**src/ecit_pkg.sv**
```systemverilog
// Shared widths, mode codes and register indexes of the compare interval timer
`default_nettype none

package ecit_pkg;

	// Field widths
	localparam int MODE_W      = 2;
	localparam int CMP_W       = 8;
	localparam int LIMIT_W     = 16;
	localparam int COUNT_OUT_W = 8;

	// Configuration port
	localparam int CFG_INDEX_W = 3;
	localparam int CFG_DATA_W  = 16;

	// Mode codes; the unused fourth code behaves as toggle PWM
	localparam logic [MODE_W-1:0] MODE_PERIODIC = 2'd0;
	localparam logic [MODE_W-1:0] MODE_SINGLE   = 2'd1;
	localparam logic [MODE_W-1:0] MODE_PWM      = 2'd2;

	// Register indexes
	localparam logic [CFG_INDEX_W-1:0] REG_MODE        = 3'd0;
	localparam logic [CFG_INDEX_W-1:0] REG_INTERVAL    = 3'd1;
	localparam logic [CFG_INDEX_W-1:0] REG_MATCH_LIMIT = 3'd2;
	localparam logic [CFG_INDEX_W-1:0] REG_ON_CMP      = 3'd3;
	localparam logic [CFG_INDEX_W-1:0] REG_OFF_CMP     = 3'd4;

	// Register reset values
	localparam logic [CMP_W-1:0]   CMP_RESET   = 8'hFF;
	localparam logic [LIMIT_W-1:0] LIMIT_RESET = 16'h0000;

endpackage

`default_nettype wire

```
**src/extended_compare_interval_timer.sv**
```systemverilog
// Top level of the compare-match interval timer with periodic, single-shot and PWM modes
`default_nettype none

// Compare-match interval timer. Each input transfer carries at most one prescaled
// tick and a restart request; each produces exactly one result transfer with the
// fire and match flags, the PWM pin level, the run state and the low 8 bits of the
// counter after that item. The timer takes one item every clock cycle while in_ready
// is high: the counter, match counter and compare state update in the cycle of the
// input transfer and the result lands in a one-deep output register the same edge,
// so the result appears in the cycle after its input. in_ready stays high while that
// register is empty or is being drained, so a stalled output holds the input side
// only while the result waits. Configuration writes are registered and act from the
// next match or restart.
module extended_compare_interval_timer
	import ecit_pkg::*;
#(
	parameter int COUNTER_BITS     = 8,
	parameter int MATCH_COUNT_BITS = 16
) (
	input  wire logic                   clk,
	input  wire logic                   arst_n,
	// Configuration writes
	input  wire logic                   wr_en,
	input  wire logic [CFG_INDEX_W-1:0] wr_index,
	input  wire logic [CFG_DATA_W-1:0]  wr_data,
	// Input channel
	input  wire logic                   in_valid,
	output logic                        in_ready,
	input  wire logic                   tick,
	input  wire logic                   restart,
	// Result channel
	output logic                        out_valid,
	input  wire logic                   out_ready,
	output logic                        fire,
	output logic                        compare_match,
	output logic                        pin_level,
	output logic                        running,
	output logic [COUNT_OUT_W-1:0]      count_now
);

	// Configuration registers
	logic [MODE_W-1:0]  mode_q;
	logic [CMP_W-1:0]   interval_cmp_q;
	logic [LIMIT_W-1:0] match_limit_q;
	logic [CMP_W-1:0]   on_cmp_q;
	logic [CMP_W-1:0]   off_cmp_q;

	// Timer state
	logic [COUNTER_BITS-1:0]     cnt_q, cnt_d;
	logic [MATCH_COUNT_BITS-1:0] mcnt_q, mcnt_d;
	logic [COUNTER_BITS-1:0]     act_cmp_q, act_cmp_d;
	logic                        phase_high_q, phase_high_d;
	logic                        pin_q, pin_d;
	logic                        run_q, run_d;

	// Per-item flags
	logic fire_d, match_d;

	// Decoded views of the configuration
	logic                        pwm_mode;
	logic [MATCH_COUNT_BITS-1:0] limit;
	logic [COUNTER_BITS-1:0]     interval_cmp_ext, on_cmp_ext, off_cmp_ext;

	logic in_xfer;

	assign in_ready = !out_valid || out_ready;
	assign in_xfer  = in_valid && in_ready;

	assign pwm_mode         = (mode_q >= MODE_PWM);
	assign limit            = MATCH_COUNT_BITS'(match_limit_q);
	assign interval_cmp_ext = COUNTER_BITS'(interval_cmp_q);
	assign on_cmp_ext       = COUNTER_BITS'(on_cmp_q);
	assign off_cmp_ext      = COUNTER_BITS'(off_cmp_q);

	// Decode configuration writes
	always_ff @(posedge clk or negedge arst_n) begin
		if (!arst_n) begin
			mode_q         <= MODE_PERIODIC;
			interval_cmp_q <= CMP_RESET;
			match_limit_q  <= LIMIT_RESET;
			on_cmp_q       <= CMP_RESET;
			off_cmp_q      <= CMP_RESET;
		end else if (wr_en) begin
			unique case (wr_index)
				REG_MODE:        mode_q         <= wr_data[MODE_W-1:0];
				REG_INTERVAL:    interval_cmp_q <= wr_data[CMP_W-1:0];
				REG_MATCH_LIMIT: match_limit_q  <= wr_data[LIMIT_W-1:0];
				REG_ON_CMP:      on_cmp_q       <= wr_data[CMP_W-1:0];
				REG_OFF_CMP:     off_cmp_q      <= wr_data[CMP_W-1:0];
				default: ;
			endcase
		end
	end

	// Work out the next timer state for the item on the input
	always_comb begin
		cnt_d        = cnt_q;
		mcnt_d       = mcnt_q;
		act_cmp_d    = act_cmp_q;
		phase_high_d = phase_high_q;
		pin_d        = pin_q;
		run_d        = run_q;
		fire_d       = 1'b0;
		match_d      = 1'b0;
		if (restart) begin
			// Restart drops any tick in the same item
			cnt_d        = '0;
			mcnt_d       = '0;
			pin_d        = 1'b0;
			phase_high_d = 1'b1;
			act_cmp_d    = pwm_mode ? on_cmp_ext : interval_cmp_ext;
			run_d        = 1'b1;
		end else if (tick && run_q) begin
			if (cnt_q == act_cmp_q) begin
				match_d = 1'b1;
				cnt_d   = '0;
				if (pwm_mode) begin
					// Toggle the pin and swap to the other phase's compare
					pin_d        = !pin_q;
					phase_high_d = !phase_high_q;
					act_cmp_d    = phase_high_q ? off_cmp_ext : on_cmp_ext;
				end else begin
					act_cmp_d = interval_cmp_ext;
					if (mcnt_q < limit) begin
						mcnt_d = mcnt_q + 1'b1;
					end else begin
						fire_d = 1'b1;
						mcnt_d = '0;
						if (mode_q == MODE_SINGLE) begin
							run_d = 1'b0;
						end
					end
				end
			end else begin
				// Advance, wrapping at the counter width
				cnt_d = cnt_q + 1'b1;
			end
		end
	end

	// Hold timer state; update on each input transfer
	always_ff @(posedge clk or negedge arst_n) begin
		if (!arst_n) begin
			cnt_q        <= '0;
			mcnt_q       <= '0;
			act_cmp_q    <= '0;
			phase_high_q <= 1'b1;
			pin_q        <= 1'b0;
			run_q        <= 1'b0;
		end else if (in_xfer) begin
			cnt_q        <= cnt_d;
			mcnt_q       <= mcnt_d;
			act_cmp_q    <= act_cmp_d;
			phase_high_q <= phase_high_d;
			pin_q        <= pin_d;
			run_q        <= run_d;
		end
	end

	// Result register valid flag
	always_ff @(posedge clk or negedge arst_n) begin
		if (!arst_n) begin
			out_valid <= 1'b0;
		end else if (in_xfer) begin
			out_valid <= 1'b1;
		end else if (out_ready) begin
			out_valid <= 1'b0;
		end
	end

	// Result register payload
	always_ff @(posedge clk) begin
		if (in_xfer) begin
			fire          <= fire_d;
			compare_match <= match_d;
			pin_level     <= pin_d;
			running       <= run_d;
			count_now     <= cnt_d[COUNT_OUT_W-1:0];
		end
	end

endmodule

`default_nettype wire

```
**config.mk**
```make
export PLATFORM = sky130hd
export DESIGN_NAME = extended_compare_interval_timer
export DESIGN_NICKNAME = d
export VERILOG_FILES = /design/src/ecit_pkg.sv /design/src/extended_compare_interval_timer.sv
export SDC_FILE = /design/constraint.sdc
export NUM_CORES = 1
export LEC_CHECK = 0
export ABC_AREA = 1
export BUFFER_PORTS_ARGS = -buffer_cell sky130_fd_sc_hd__buf_2
export CAP_MARGIN = 20
export CELL_PAD_IN_SITES_DETAIL_PLACEMENT = 0
export CELL_PAD_IN_SITES_GLOBAL_PLACEMENT = 1
export CORE_MARGIN = 2
export CORE_UTILIZATION = 49
export DETAILED_ROUTE_END_ITERATION = 8
export PLACE_DENSITY_LB_ADDON = 0.12
export SYNTH_ARGS = -nofsm -noshare
export SYNTH_HDL_FRONTEND = slang
export SYNTH_SLANG_ARGS = --single-unit
```
**constraint.sdc**
```tcl
create_clock -name clk -period 2.9 [get_ports clk]
set_input_delay 0.29 -clock clk [delete_from_list [all_inputs] [get_ports clk]]
set_output_delay 0.29 -clock clk [all_outputs]
set_load 0.02 [all_outputs]
```
== Word-level counts from Yosys, hierarchy flattened ==
Index checks and enable logic that the tools add are counted.

* Input bits: 26
* Register bits after elaboration: 90

* Bitwise operators: 2
* Mux-type cells: 32
* Add/subtract/negate cells: 2
* Equality and inequality tests: 7
* Order comparisons: 2
* Reductions and logical operators: 21

{| class="wikitable"
|+ Operator list
! cell !! count
|-
| $mux 16 || 5
|-
| $mux 8 || 9
|-
| $mux 1 || 18
|-
| $add 16x1->16 const B || 1
|-
| $lt 16x16->1 || 1
|-
| $reduce_and 2->1 || 5
|-
| $add 8x1->8 const B || 1
|-
| $eq 8x8->1 || 1
|-
| $reduce_and 4->1 || 2
|-
| $reduce_bool 2->1 || 4
|-
| $eq 3x2->1 const B || 2
|-
| $reduce_or 4->1 || 1
|-
| $eq 3x1->1 const B || 1
|-
| $eq 3x3->1 const B || 1
|-
| $logic_not 1->1 || 3
|-
| $logic_not 3->1 || 1
|-
| $reduce_and 3->1 || 1
|-
| $eq 2x1->1 const B || 1
|-
| $ge 2x2->1 const B || 1
|-
| $logic_and 1x1->1 || 2
|-
| $ne 2x2->1 const B || 1
|-
| $not 1->1 || 2
|-
| $reduce_or 2->1 || 1
|-
| $logic_or 1x1->1 || 1
|}

== Depth between registers and ports, before layout ==
* Depth in word-level cells: 7
* Gate-level depth with buffers: 15
* Depth with buffers taken out: 15

== Worst setup path before layout ==
Ideal clock, no wire load.

* Path type: reg2reg
* From: reg out_valid
* To: reg compare_match, enable pin
* Required time: 2.520 ns
* Cell stages (with the launch flop): 5
* Clock period less this slack: 1.985 ns
* Path slack: 0.915 ns
* Data arrival time: 1.605 ns
* Cells stage by stage: dfrtp_1 -> nand2_1 -> nand2_1 -> clkinv_1 -> clkbuf_1

* Word-level cells in the longest chain between the ends: 3

{| class="wikitable"
|+ Ends and longest elaborated chain
! what !! RTL line !! source
|-
| from (decl) || extended_compare_interval_timer.sv:32 || <nowiki>output logic out_valid,</nowiki>
|-
| from (signal assigned) || extended_compare_interval_timer.sv:163 || <nowiki>out_valid <= 1'b0;</nowiki>
|-
| from (signal assigned) || extended_compare_interval_timer.sv:165 || <nowiki>out_valid <= 1'b1;</nowiki>
|-
| from (signal assigned) || extended_compare_interval_timer.sv:167 || <nowiki>out_valid <= 1'b0;</nowiki>
|-
| $logic_not 1->1 || extended_compare_interval_timer.sv:66 || <nowiki>assign in_ready = !out_valid || out_ready;</nowiki>
|-
| $logic_or 1x1->1 || extended_compare_interval_timer.sv:66 ||
|-
| via in_ready || extended_compare_interval_timer.sv:28 || <nowiki>output logic in_ready,</nowiki>
|-
| $logic_and 1x1->1 || extended_compare_interval_timer.sv:67 || <nowiki>assign in_xfer = in_valid && in_ready;</nowiki>
|-
| via in_xfer || extended_compare_interval_timer.sv:64 || <nowiki>logic in_xfer;</nowiki>
|-
| to (signal assigned) || extended_compare_interval_timer.sv:175 || <nowiki>compare_match <= match_d;</nowiki>
|-
| to (decl) || extended_compare_interval_timer.sv:35 || <nowiki>output logic compare_match,</nowiki>
|}

The timed path passes the listed nets, and every way through them passes these cells.
A chain may end at the register's enable or synchronous reset.

== Final worst setup path ==
* From: reg mcnt_q[15]
* To: reg fire, data pin

* Word-level cells in the longest chain between the ends: 2

{| class="wikitable"
|+ Ends and longest elaborated chain
! what !! RTL line !! source
|-
| from (decl) || extended_compare_interval_timer.sv:50 || <nowiki>logic [MATCH_COUNT_BITS-1:0] mcnt_q, mcnt_d;</nowiki>
|-
| from (signal assigned) || extended_compare_interval_timer.sv:152 || <nowiki>mcnt_q <= mcnt_d;</nowiki>
|-
| $lt 16x16->1 || extended_compare_interval_timer.sv:124 || <nowiki>if (mcnt_q < limit) begin</nowiki>
|-
| $mux 1 || extended_compare_interval_timer.sv:124 ||
|-
| to (signal assigned) || extended_compare_interval_timer.sv:174 || <nowiki>fire <= fire_d;</nowiki>
|-
| to (decl) || extended_compare_interval_timer.sv:34 || <nowiki>output logic fire,</nowiki>
|}

Every way passes these cells.

==> flow_metrics.tcl <==
set metrics [dict create \
    p_sw_uw 1060 \
    netlist_top_cells_count "nand2_1, nor2_1, o21ai_0" \
    crit_required_ps 3080 \
    die_w_um 102 \
    grt_max_degree 79 \
    criticalPathCategory "flop to flop" \
    grt_pass1_vias 3317 \
    max_freq_mhz 476 \
    synth.top_cells.by_area "dfrtp_1, dfstp_2, nand2_1, edfxtp_1, o21ai_0" \
    ys_warn_count 0 \
    p_int_uw 2120 \
    hold_viol 0 \
    worst_setup_path_start_kind "flop" \
    h-tree-depth 3 \
    peakVddDrop_mv 0.270 \
    place.gp.congestion 0.857 \
    slowest_stage "dfrtp_1" \
    io_pins 40 \
    track_usage_pct 20.4 \
    vias 3603 \
    fin_nets 650 \
    remaining_drc_errors 0 \
    dieArea_mm2 0.0104 \
    postCtsSetupBuffers 0 \
    drive_above_1_share_pct 16.0 \
    fin_skew_ps 14.6 \
    antenna_found_initial 0 \
    power_leakage_uw 0.00246 \
    clkLatencyLatePin_ps 360 \
    cts_made_buffers 9 \
    port_buffers 39 \
    cellPowerDensity_mw_per_mm2 613 \
    hp-class "primary input to asynchronous set/reset pin" \
    syn_area_mm2 0.00471 \
    switching_share_pct 33.4 \
    grt-ovfl-total 0 \
    num_antenna_cells 0 \
    reg2regPathDepth 9 \
    post_drt_wl_per_cell_um 13.1 \
    postSynthCellCount 568 \
    clock-sinks 90 \
    ctsRootBufferMaster "clkbuf_8" \
    pwr-share-seq_pct 52.9 \
    design.core.area_mm2 0.00928 \
    ctsResizeCount 0 \
    setup_violations 0 \
    yosysMostFrequentCell "nand2_1" \
    viasPerCell 4.86 \
    max_stage_delay_ps 420 \
    start_util_pct 50.7 \
    dpl.hpwl_um 6980 \
    slew_violations 0 \
    synth-edff-count 12 \
    drt_iter0_drc 171 \
    fin_setup_tns_ps 0 \
    clk_pin_slew_ps 100 \
    rows 35 \
    finalHoldWorstSlack_ps 66.0 \
    ys.flop_type "dfrtp_1" \
    yosysUniqueCellTypes 33 \
    drv_cap 0 \
    pwr-share-clk_pct 24.6 \
    fin_crit_sh_pct 72.4 \
    worstPathArrival_ps 2280 \
    worstPathMaxFanout 12 \
    clk_path_buf_depth 2 \
    first_pass_iters 4 \
    area_growth_pct 10.4 \
    synth_top_area_share_pct 28.2 \
    crit_path_frequent_cell "nand2_1" \
    synth_seq_cells 90 \
    synthesis.nets 611 \
    worst_slew_pin_slew_ps 996 \
    hold_buffers 0 \
    rsz0062_at_grt "no" \
    syn_avg_cell_area_um2 8.29 \
    ys_seq_area_share_pct 49.8 \
    grt_pass1_wl_um 16500 \
    postLayoutCellArea_mm2 0.00519 \
    outcome "finished clean" \
    drt_wl_total_um 9720 \
    fin_crit_ps 2100 \
    crit_chain "ha_1 -> nand2_1 -> inv_1 -> nand3_1 -> nor3_1 -> nand2_1 -> nand2_1 -> inv_1 -> nor4_1" \
    place_area_mm2 0.00502 \
    cts_tree "yes" \
    fp.dieH_um 102 \
    combPwrFrac_pct 22.4 \
    postRouteAntennaNets 0 \
    ys_async_sr_fraction_pct 86.7 \
    crit_path_end_kind "flop" \
    slew_headroom_pct 33.6 \
    synth_area_leader_cell "dfrtp_1" \
]
-- sequential cells by signal, indices dropped and copies added, names as in the netlist --
| signal | flops |
|---|---|
| on_cmp_ext | 8 |
| pin_level | 1 |
| run_q | 1 |
| interval_cmp_ext | 8 |
| off_cmp_ext | 8 |
| mcnt_q | 16 |
| limit | 16 |
| fire | 1 |
| phase_high_q | 1 |
| count_now | 8 |
| cnt_q | 8 |
| pin_q | 1 |
| compare_match | 1 |
| act_cmp_q | 8 |
| running | 1 |
| out_valid | 1 |
| mode_q | 2 |
-- kinds of logic (layout without fill, tap and decap cells) --
logic type               count (synthesis)  in the layout  synth area share (%)
AND/OR/NAND/NOR                        277            277                  24.8
AO/OA/AOI/OAI                           91             91                  10.5
buffers and inverters                   70            114                  5.95
flip-flops                              90             90                  49.8
XOR/XNOR                                23             23                  4.44
adder cells (fa/ha/maj)                 17             17                  4.52
-- path summary, 6_finish.rpt --
kind | from | to | slack, ps
min in group clk | wr_data[8] | limit[8] | 170
worst max-delay path | mcnt_q[15] | fire | 800
worst max register to register | mcnt_q[15] | fire | 800
worst min register to register | limit[1] | limit[1] | 490
max in group asynchronous | arst_n | limit[4] | 2180
worst min-delay path | arst_n | mcnt_q[10] | 70
-- through the flow --
step	std cells	total power, uW	utilization [%]	setup slack (ps)
floorplan	568	2220	-	915
global placement	725	2410	54.1	898
detailed placement	725	2430	54.1	833
CTS	741	3210	56.0	799
global route	741	3410	56.0	581
finish	741	3180	56.0	799
-- critical path: cells and delay by family, from the launching register on --
family / cells / cell delay, ps
adder cells (fa/ha/maj): 1 / 310
AND/OR/NAND/NOR: 6 / 900
flip-flops: 1 / 420
buffers and inverters: 2 / 280
-- power groups by stage --
stage / Sequential [uW] / Clock, uW / Combinational [uW]
after detailed placement: 1710 / 0 / 726
after global placement: 1700 / 0 / 709
after floorplan: 1670 / 0 / 546
final: 1680 / 784 / 714
after CTS: 1680 / 805 / 726
after global routing: 1710 / 864 / 836
-- final cells by class --
type	instances	area, um^2
clock buffers	9	124
clock inverters	7	52.6
fillers	916	4090
inverters	56	210
multi-input cells	408	2080
flip-flops and latches	90	2340
well taps	129	161
repair buffers	42	220
-- layout by cell type, fill, tap and decap left out, drive strengths merged --
| master | count |
|---|---|
| buf | 42 |
| inv | 56 |
| nand3 | 28 |
| clkbuf | 9 |
| xor2 | 13 |
| a21oi | 15 |
| clkinv | 6 |
| ha | 17 |
| a21o | 1 |
| nor3 | 6 |
| nor2 | 59 |
| o21ai | 67 |
| nand2 | 176 |
| nand3b | 4 |
| dfstp | 25 |
| clkinvlp | 1 |
| nand4 | 2 |
| nor3b | 1 |
| nor4 | 1 |
| o211ai | 8 |
| edfxtp | 12 |
| xnor2 | 10 |
| dfrtp | 53 |
-- metal layers --
| layer | vias to the layer above | global-route usage [%] | share of wire (%) |
|---|---|---|---|
| li1 | 1907 | - | - |
| met1 | 1633 | 31.4 | 54 |
| met2 | 55 | 29.7 | 42 |
| met3 | 8 | 4.10 | 3.1 |
| met4 | 0 | 4.92 | 0.87 |
| met5 | - | 0 | 0 |
Note: power is estimated with default switching activity, not from simulation.
